===== src/rtl/core/ist_pkg.sv =====
`default_nettype none
package ist_pkg;
  localparam int unsigned MaxRangesDef = 16;
  localparam int unsigned CoordBitsDef = 32;
  localparam int unsigned FieldBits    = 32;

  typedef enum logic [1:0] {
    MODE_ADD    = 2'd0,
    MODE_REMOVE = 2'd1,
    MODE_QUERY  = 2'd2,
    MODE_NONE   = 2'd3
  } mode_t;

  typedef struct packed {
    logic [1:0]           mode;
    logic [FieldBits-1:0] range_start;
    logic [FieldBits-1:0] range_end;
  } in_word_t;

  typedef struct packed {
    logic covered;
    logic table_full;
  } out_word_t;

  typedef enum logic [1:0] {
    ST_IDLE,
    ST_SCAN,
    ST_ALIGN,
    ST_DONE
  } state_t;
endpackage : ist_pkg
`default_nettype wire


===== src/rtl/core/interval_set_table_top.sv =====
`default_nettype none
// interval_set_table_top: sorted table of disjoint half-open intervals.
// Input channel: drive in_word with start high; the word is taken at the
// first edge where busy is low (mode add, remove or query, range [start,end)).
// Result channel: out_valid pulses for one cycle with covered/table_full.
// The receiver cannot stall; every accepted word yields exactly one result.
// The table is a ring of MAX_RANGES cells that rotates once per word; the
// sequencer sees slot 0 each cycle and shifts the new contents into a second
// ring, merging, trimming or splitting. A split, or an add placed ahead of an
// entry, can yield two entries in one visit; one waits in a pending register
// and holds the scan at its end until it is written. If the new table fits,
// the second ring is turned until its first entry sits in slot 0 and is then
// copied back into the first ring; otherwise the word is dropped with
// table_full and the old table stands.
// A new word is taken only once the last one is through: busy stays high
// from the accepting edge and drops as the strobe rises.
// Reset: entry count cleared, sequencer idle; entries are not cleared, slots
// at or above the count are never consulted.
module interval_set_table_top #(
  parameter int unsigned MAX_RANGES = ist_pkg::MaxRangesDef,
  parameter int unsigned COORD_BITS = ist_pkg::CoordBitsDef
) (
  input  wire logic              clk,
  input  wire logic              rst_n,
  input  wire logic              start,
  output logic                   busy,
  input  wire ist_pkg::in_word_t in_word,
  output logic                   out_valid,
  output ist_pkg::out_word_t     out_word
);
  import ist_pkg::*;

  localparam int unsigned CntBits = $clog2(MAX_RANGES + 3);
  localparam int unsigned IdxBits = $clog2(MAX_RANGES + 1);
  localparam int unsigned InBits  = (COORD_BITS < FieldBits) ? COORD_BITS : FieldBits;

  // Two rings: old table (rotates, source) and new table (shifts in).
  logic [COORD_BITS-1:0] old_s [MAX_RANGES];
  logic [COORD_BITS-1:0] old_e [MAX_RANGES];
  logic [COORD_BITS-1:0] new_s [MAX_RANGES];
  logic [COORD_BITS-1:0] new_e [MAX_RANGES];
  logic [COORD_BITS-1:0] old_in_s, old_in_e, new_in_s, new_in_e;
  logic                  old_shift, new_shift, copy_back;

  state_t              state_r, state_nxt;
  logic [IdxBits-1:0]  step_r, step_nxt;
  logic [CntBits-1:0]  cnt_r, cnt_nxt;    // committed entries
  logic [CntBits-1:0]  ncnt_r, ncnt_nxt;  // entries produced in scan
  logic [1:0]          mode_r;
  logic [COORD_BITS-1:0] s_r, s_nxt, e_r, e_nxt;
  logic                placed_r, placed_nxt, hit_r, hit_nxt, ovf_r, ovf_nxt;
  logic                empty_r;
  logic [IdxBits-1:0]  rot_r, rot_nxt;    // align turn, then copy-back sweep
  out_word_t           res_r, res_nxt;
  logic                vld_r, vld_nxt;

  // Emission of up to two words per visit goes through a small queue.
  logic                emit0, emit1;
  logic [COORD_BITS-1:0] e0s, e0e, e1s, e1e;
  logic                pend_r, pend_nxt;
  logic [COORD_BITS-1:0] ps_r, pe_r, ps_nxt, pe_nxt;

  for (genvar g = 0; g < MAX_RANGES; g++) begin : g_cells
    if (g == MAX_RANGES - 1) begin : g_last
      ist_cell #(.CoordBits(COORD_BITS)) u_old (
        .clk, .shift(old_shift), .nb_start(old_in_s), .nb_end(old_in_e),
        .cur_start(old_s[g]), .cur_end(old_e[g]));
      ist_cell #(.CoordBits(COORD_BITS)) u_new (
        .clk, .shift(new_shift), .nb_start(new_in_s), .nb_end(new_in_e),
        .cur_start(new_s[g]), .cur_end(new_e[g]));
    end else begin : g_mid
      ist_cell #(.CoordBits(COORD_BITS)) u_old (
        .clk, .shift(old_shift), .nb_start(old_s[g+1]), .nb_end(old_e[g+1]),
        .cur_start(old_s[g]), .cur_end(old_e[g]));
      ist_cell #(.CoordBits(COORD_BITS)) u_new (
        .clk, .shift(new_shift), .nb_start(new_s[g+1]), .nb_end(new_e[g+1]),
        .cur_start(new_s[g]), .cur_end(new_e[g]));
    end
  end

  logic [COORD_BITS-1:0] a, b, in_s, in_e;
  logic                  cur_ok;
  assign in_s   = COORD_BITS'(in_word.range_start[InBits-1:0]);
  assign in_e   = COORD_BITS'(in_word.range_end[InBits-1:0]);
  assign a      = old_s[0];
  assign b      = old_e[0];
  assign cur_ok = ({1'b0, step_r} < (IdxBits+1)'(cnt_r));

  // New ring takes one word per cycle; a pending word goes out first.
  always_comb begin
    new_shift = 1'b0;
    new_in_s  = ps_r;
    new_in_e  = pe_r;
    pend_nxt  = pend_r;
    ps_nxt    = ps_r;
    pe_nxt    = pe_r;
    if (pend_r) begin
      new_shift = 1'b1;
      pend_nxt  = emit0 | emit1;
      if (emit0) begin
        ps_nxt = e0s; pe_nxt = e0e;
      end else if (emit1) begin
        ps_nxt = e1s; pe_nxt = e1e;
      end
      if (emit0 && emit1) begin
        ps_nxt = e0s; pe_nxt = e0e; // cannot happen after a pending word
      end
    end else if (emit0) begin
      new_shift = 1'b1;
      new_in_s  = e0s;
      new_in_e  = e0e;
      if (emit1) begin
        pend_nxt = 1'b1; ps_nxt = e1s; pe_nxt = e1e;
      end
    end else if (emit1) begin
      new_shift = 1'b1;
      new_in_s  = e1s;
      new_in_e  = e1e;
    end
    // rotate the new ring on itself
    if (copy_back) begin
      new_shift = 1'b1;
      new_in_s  = new_s[0];
      new_in_e  = new_e[0];
    end
  end

  always_comb begin
    state_nxt = state_r;
    step_nxt  = step_r;
    cnt_nxt   = cnt_r;
    ncnt_nxt  = ncnt_r;
    s_nxt     = s_r;
    e_nxt     = e_r;
    placed_nxt = placed_r;
    hit_nxt   = hit_r;
    ovf_nxt   = ovf_r;
    rot_nxt   = rot_r;
    res_nxt   = res_r;
    vld_nxt   = 1'b0;
    old_shift = 1'b0;
    old_in_s  = a;
    old_in_e  = b;
    copy_back = 1'b0;
    emit0 = 1'b0; emit1 = 1'b0;
    e0s = a; e0e = b; e1s = a; e1e = b;
    case (state_r)
      ST_IDLE: begin
        if (start) begin
          state_nxt = ST_SCAN;
          step_nxt  = '0;
          ncnt_nxt  = '0;
          s_nxt     = in_s;
          e_nxt     = in_e;
          placed_nxt = 1'b0;
          hit_nxt   = 1'b0;
          ovf_nxt   = 1'b0;
        end
      end
      ST_SCAN: begin
        old_shift = 1'b1; // rotate the old ring, one full turn
        if (cur_ok && !empty_r) begin
          case (mode_t'(mode_r))
            MODE_ADD: begin
              if (b < s_r) begin
                emit0 = 1'b1;
              end else if (a > e_r) begin
                emit0 = !placed_r; e0s = s_r; e0e = e_r;
                emit1 = 1'b1;
                placed_nxt = 1'b1;
              end else begin
                if (a < s_r) s_nxt = a;
                if (b > e_r) e_nxt = b;
              end
            end
            MODE_REMOVE: begin
              if (b <= s_r || a >= e_r) begin
                emit0 = 1'b1;
              end else begin
                emit0 = (a < s_r); e0s = a;   e0e = s_r;
                emit1 = (b > e_r); e1s = e_r; e1e = b;
              end
            end
            MODE_QUERY: begin
              if (a <= s_r && e_r <= b) hit_nxt = 1'b1;
            end
            default: ;
          endcase
        end
        if ((mode_t'(mode_r) == MODE_ADD) && !empty_r && !placed_r
            && step_r == IdxBits'(MAX_RANGES)) begin
          emit0 = 1'b1; e0s = s_r; e0e = e_r; placed_nxt = 1'b1;
        end
        if (step_r == IdxBits'(MAX_RANGES)) old_shift = 1'b0;
        ncnt_nxt = ncnt_r + CntBits'(emit0) + CntBits'(emit1);
        if (ncnt_nxt > CntBits'(MAX_RANGES)) ovf_nxt = 1'b1;
        if (step_r == IdxBits'(MAX_RANGES)) begin
          if (!pend_r) begin
            if (!ovf_nxt && !empty_r &&
                (mode_t'(mode_r) == MODE_ADD || mode_t'(mode_r) == MODE_REMOVE)) begin
              state_nxt = ST_ALIGN;
              rot_nxt   = IdxBits'(ncnt_nxt);
            end else begin
              state_nxt = ST_DONE;
              rot_nxt   = '0;
            end
          end
        end else begin
          step_nxt = step_r + 1'b1;
        end
      end
      ST_ALIGN: begin
        // Turn the new ring until its first entry sits in slot 0.
        if (rot_r == IdxBits'(MAX_RANGES)) begin
          state_nxt = ST_DONE;
          rot_nxt   = '0;
        end else begin
          copy_back = 1'b1;
          rot_nxt   = rot_r + 1'b1;
        end
      end
      ST_DONE: begin
        // Commit after a non-empty add or remove that fits: rotate the new ring into the old ring, one cell a cycle.
        if (!ovf_r && !empty_r &&
            (mode_t'(mode_r) == MODE_ADD || mode_t'(mode_r) == MODE_REMOVE)) begin
          old_shift = 1'b1;
          copy_back = 1'b1;
          old_in_s  = new_s[0];
          old_in_e  = new_e[0];
        end
        if (rot_r == IdxBits'(MAX_RANGES - 1)) begin
          state_nxt = ST_IDLE;
          vld_nxt   = 1'b1;
          res_nxt.covered    = (mode_t'(mode_r) == MODE_QUERY) && !empty_r && hit_r;
          res_nxt.table_full = ovf_r && !empty_r &&
            (mode_t'(mode_r) == MODE_ADD || mode_t'(mode_r) == MODE_REMOVE);
          if (!ovf_r && !empty_r &&
              (mode_t'(mode_r) == MODE_ADD || mode_t'(mode_r) == MODE_REMOVE))
            cnt_nxt = ncnt_r;
        end else begin
          rot_nxt = rot_r + 1'b1;
        end
      end
      default: state_nxt = ST_IDLE;
    endcase
  end

  always_ff @(posedge clk) begin
    if (!rst_n) begin
      state_r <= ST_IDLE;
      cnt_r   <= '0;
      vld_r   <= 1'b0;
      pend_r  <= 1'b0;
    end else begin
      state_r <= state_nxt;
      cnt_r   <= cnt_nxt;
      vld_r   <= vld_nxt;
      pend_r  <= (state_r == ST_SCAN) ? pend_nxt : 1'b0;
    end
  end

  always_ff @(posedge clk) begin
    step_r   <= step_nxt;
    ncnt_r   <= ncnt_nxt;
    s_r      <= s_nxt;
    e_r      <= e_nxt;
    placed_r <= placed_nxt;
    hit_r    <= hit_nxt;
    ovf_r    <= ovf_nxt;
    rot_r    <= rot_nxt;
    res_r    <= res_nxt;
    ps_r     <= ps_nxt;
    pe_r     <= pe_nxt;
    if (state_r == ST_IDLE && start) begin
      mode_r  <= in_word.mode;
      empty_r <= !(in_s < in_e);
    end
  end

  assign busy      = (state_r != ST_IDLE);
  assign out_valid = vld_r;
  assign out_word  = res_r;
endmodule : interval_set_table_top
`default_nettype wire


===== src/rtl/core/ist_cell.sv =====
`default_nettype none
// One table slot. During a scan the contents rotate one place toward slot 0
// each cycle; the slot-0 output feeds the sequencer, which writes back into
// the last slot. Content of a slot is only meaningful below the fill count.
module ist_cell #(
  parameter int unsigned CoordBits = ist_pkg::CoordBitsDef
) (
  input  wire logic                 clk,
  input  wire logic                 shift,
  input  wire logic [CoordBits-1:0] nb_start,
  input  wire logic [CoordBits-1:0] nb_end,
  output logic      [CoordBits-1:0] cur_start,
  output logic      [CoordBits-1:0] cur_end
);
  logic [CoordBits-1:0] start_r, end_r;

  always_ff @(posedge clk) begin
    if (shift) begin
      start_r <= nb_start;
      end_r   <= nb_end;
    end
  end

  assign cur_start = start_r;
  assign cur_end   = end_r;
endmodule : ist_cell
`default_nettype wire


===== config.mk =====
export PLATFORM = sky130hd
export DESIGN_NAME = interval_set_table_top
export DESIGN_NICKNAME = d
export VERILOG_FILES = /design/src/rtl/core/ist_pkg.sv /design/src/rtl/core/interval_set_table_top.sv /design/src/rtl/core/ist_cell.sv
export SDC_FILE = /design/constraint.sdc
export NUM_CORES = 2
export LEC_CHECK = 0
export ABC_AREA = 1
export BUFFER_PORTS_ARGS = -buffer_cell sky130_fd_sc_hd__clkbuf_2
export CORE_UTILIZATION = 30
export DETAILED_ROUTE_END_ITERATION = 12
export PLACE_DENSITY_LB_ADDON = 0.15
export SLEW_MARGIN = 25
export SYNTH_ARGS = -nofsm -noshare
export SYNTH_HDL_FRONTEND = slang
export SYNTH_SLANG_ARGS = --single-unit

===== constraint.sdc =====
create_clock -name clk -period 72.7 [get_ports clk]
set_input_delay 3.635 -clock clk [delete_from_list [all_inputs] [get_ports clk]]
set_output_delay 3.635 -clock clk [all_outputs]
set_load 0.01 [all_outputs]

==> run metrics <==
ranking of synthesized cells by area edfxtp_1 84%, nand2_1 4.8%, ha_1 2.8%; worst endpoint data arrival time 8.29 ns; Simple-Gate Fraction of Synth Area 0.0766; crit path max fanout 90; Clock Path Buffers 3; delay of the slowest critical-path stage 0.88 ns; top-area cell type share of the netlist area 0.838; Fin Setup TNS 0 ns; HPWL Detailed 108 mm; post-synthesis sequential area ratio 0.840; RSZ-0062 raised after global routing false; count of non-filler cells in the finished layout 8689; 1st-iter DRT viols 3594; Starting Density 0.303; Worst Hold Depth 0; full die area 265000 um^2; number of flops mapped to enable cells by yosys 2199; Flop pwr share 0.556; gr usage total 0.131; Cell Int Power 0.00281 W; final instance area 90900 um^2; Min-Delay Path Class reg2reg; clock skew 0.0502 ns; Setup WS pre-CTS 63.89 ns; cts hold-fix bufs 0; I/O pins 73; WL/cell 20.0 um; layout cells sized above 1 0.0950; synth warn 0; CP max-delay cell buf_4; switching share of power 0.283; DR vias/cell 4.38; Synth cell types 45; clk slew on worst S/H paths 0.06 ns; TritonCTS clock tree done; GP Congestion 0.872; post-route antenna net violation count 0; Die Span X 514 um; port buffer count 72; cts repair resizes 0; number of global-route vias before repair 37200; required time of the critical path 73.16 ns; Die Height 514 um; cell count after placement 8261; leakage power 31.8 nW; Hold Fails Final Rpt 0; initial antenna violation count 15; Critical Path End Type flip-flop; asr flop ratio synth 0; adder-cell share of the synthesized area 0.0279; Period Utilization, post-route 0.108; Logic pwr share 0.153; worst vdd ir 0.0222 mV; Netlist Area Pre-Place 78800 um^2; clk sinks 2208; Max-Cap Viols 0; Slew Viols, Final 0; nets 5244; first-pass iteration count of the detailed router 6; Worst-Margin Slew 1.06 ns; pin count of the biggest net entering global routing 187; Primary FF master, synth edfxtp_1; Setup-failing EPs final 0; Hold EP g_cells[1].g_mid.u_old.cur_start[31]$_DFFE_PP_; crit path kind reg2reg; hold wc startpoint g_cells[2].g_mid.u_old.cur_start[31]$_DFFE_PP_; Syn Area/Cell 16.5 um^2; pwr dens 43.1 nW/um^2; register-to-register setup slack 64.87 ns; aggregate routed wire length 174 mm; post-synthesis mux area share 0; worst setup margin 64.87 ns; FF-to-FF path depth 21; Syn-to-layout area delta 15.4%; crit path cell chain ha_1 > nand2_1 > nor2_1 > nand4_1 > inv_1 > nand2_1 > nand2_1 > nand2_1 > nand2_1 > nand2_2 > nor2_4 > nand2_4 > nand2_4 > nand3_4 > inv_2 > or3_4 > buf_12 > buf_4 > buf_4 > buf_4 > buf_6; via count 38100; Switching Power 0.00111 W; Synth area leader edfxtp_1; fin util 0.349; CTS Root Cell clkbuf_16; Setup Fix Bufs, Post-CTS 0; DRC 0; fin crit period 7.83 ns; CTS Buf Count 229; Yosys reg bits 2208; DP Area 83400 um^2; Synth Instances 4784; FF-to-FF End g_cells[6].g_mid.u_new.cur_start[5]$_DFFE_PP_; Syn Nets 5028; max_slew headroom 0.291; xor/xnor share of the synthesized area 0.000889; largest family of logic cells by synthesized area simple AND/OR/NAND/NOR gates; compound-gate portion of the synthesized area 0.0313; GR Overflow Total 0; clock power share 0.291; Max Clk Rate 128 MHz; Most Frequent Cell on Critical Path nand2_1; row count 187; H-tree levels 4; status completed; startpoint types flip-flop; FF-to-FF Start g_cells[0].g_mid.u_old.cur_start[15]$_DFFE_PP_; worst skew pair latency 0.87 ns; CORE AREA 260000 um^2; global-route wire length before repair 253 mm
## kinds of logic (layout without fill, tap and decap cells)
kind of cell             Yosys count  after routing
flip-flops                      2208           2208
AO/OA/AOI/OAI                    469            469
AND/OR/NAND/NOR                 1474           1474
adder cells (fa/ha/maj)          175            175
buffers and inverters            450            853
other                              0              6
XOR/XNOR                           8              8
## how the worst max path moves through the flow
stage	startpoint	to	slack [ns]	depth (start not counted)
after global routing	g_cells[0].g_mid.u_old.cur_start[13]$_DFFE_PP_	g_cells[6].g_mid.u_new.cur_start[5]$_DFFE_PP_	64.42	21
final	g_cells[0].g_mid.u_old.cur_start[15]$_DFFE_PP_	g_cells[6].g_mid.u_new.cur_start[5]$_DFFE_PP_	64.87	21
after CTS	g_cells[0].g_mid.u_old.cur_start[15]$_DFFE_PP_	g_cells[6].g_mid.u_new.cur_start[5]$_DFFE_PP_	63.82	20
after floorplan	state_r[1]$_SDFFE_PN0P_	g_cells[0].g_mid.u_old.cur_end[0]$_DFFE_PP_	23.98	7
after detailed placement	g_cells[0].g_mid.u_old.cur_start[15]$_DFFE_PP_	g_cells[0].g_mid.u_new.cur_start[13]$_DFFE_PP_	63.89	20
after global placement	g_cells[0].g_mid.u_old.cur_start[15]$_DFFE_PP_	g_cells[1].g_mid.u_new.cur_start[13]$_DFFE_PP_	63.95	20
## power groups by stage
stage | registers [W] | clock network (W) | logic (W)
after floorplan | 0.00272 | 0 | 0.000360
after global routing | 0.00223 | 0.00123 | 0.000664
final | 0.00218 | 0.00114 | 0.000598
after CTS | 0.00219 | 0.00119 | 0.000605
after detailed placement | 0.00221 | 0 | 0.000602
after global placement | 0.00220 | 0 | 0.000604
## cell type report
cell class / count / area [um^2]
Antenna cell: 6 / 15.0
Multi-Input combinational cell: 2126 / 10900
Tap cell: 3496 / 4370
Fill cell: 24700 / 170000
Inverter: 304 / 1150
Clock inverter: 123 / 1150
Clock buffer: 295 / 6210
Sequential cell: 2208 / 66200
Timing Repair Buffer: 131 / 927
## metal layers
metal	part of all wire	GRT usage	vias up
met2	0.42	0.187	904
met4	0.039	0.0571	0
met3	0.048	0.0224	323
met5	0	0	-
met1	0.49	0.194	19000
li1	-	-	17900
## stage by stage
stage	total power [W]	hold slack [ns]
after floorplan	0.00308	0.400
after global placement	0.00280	0.400
after detailed placement	0.00281	0.405
after CTS	0.00398	0.384
after global routing	0.00412	0.390
final	0.00392	0.390
## cell usage in the layout (no fill, tap or decap), drive strengths merged, types with 4 or more instances in the layout
cell | netlist | routed
edfxtp | 2199 | 2199
nand2 | 1018 | 1018
clkbuf | 98 | 367
inv | 303 | 306
a21oi | 207 | 207
nand3 | 206 | 206
o21ai | 199 | 199
nor2 | 185 | 185
ha | 174 | 174
clkinv | 1 | 100
buf | 48 | 59
nand4 | 45 | 45
a31oi | 35 | 35
bufinv | 0 | 15
o211ai | 13 | 13
dfxtp | 9 | 9
diode | 0 | 6
clkinvlp | 0 | 6
nor4 | 6 | 6
nor3 | 6 | 6
a21o | 5 | 5
xnor2 | 4 | 4
xor2 | 4 | 4
## synth_stat cells (all sizes together) (9+ instances only)
master,n
nor2,185
nand2,1018
ha,174
a21oi,207
o211ai,13
nand4,45
inv,303
nand3,206
a31oi,35
edfxtp,2199
o21ai,199
buf,48
clkbuf,98
dfxtp,9
## worst max-delay path: cells and delay by family (launching register included)
family,cells,cell delay (ns)
adders and majority gates,1,0.33
DFF,1,0.44
and+or+nand+nor,13,2.28
buffers and inverters,7,4.18
## registers in the layout, summed over array words and instances, names as in the netlist, 480 cells and up
name and count:
g_cells.g_mid.u_new.cur_start 480, g_cells.g_mid.u_old.cur_end 480, g_cells.g_mid.u_new.cur_end 480, g_cells.g_mid.u_old.cur_start 480
Power figures use the tool's default switching activity.
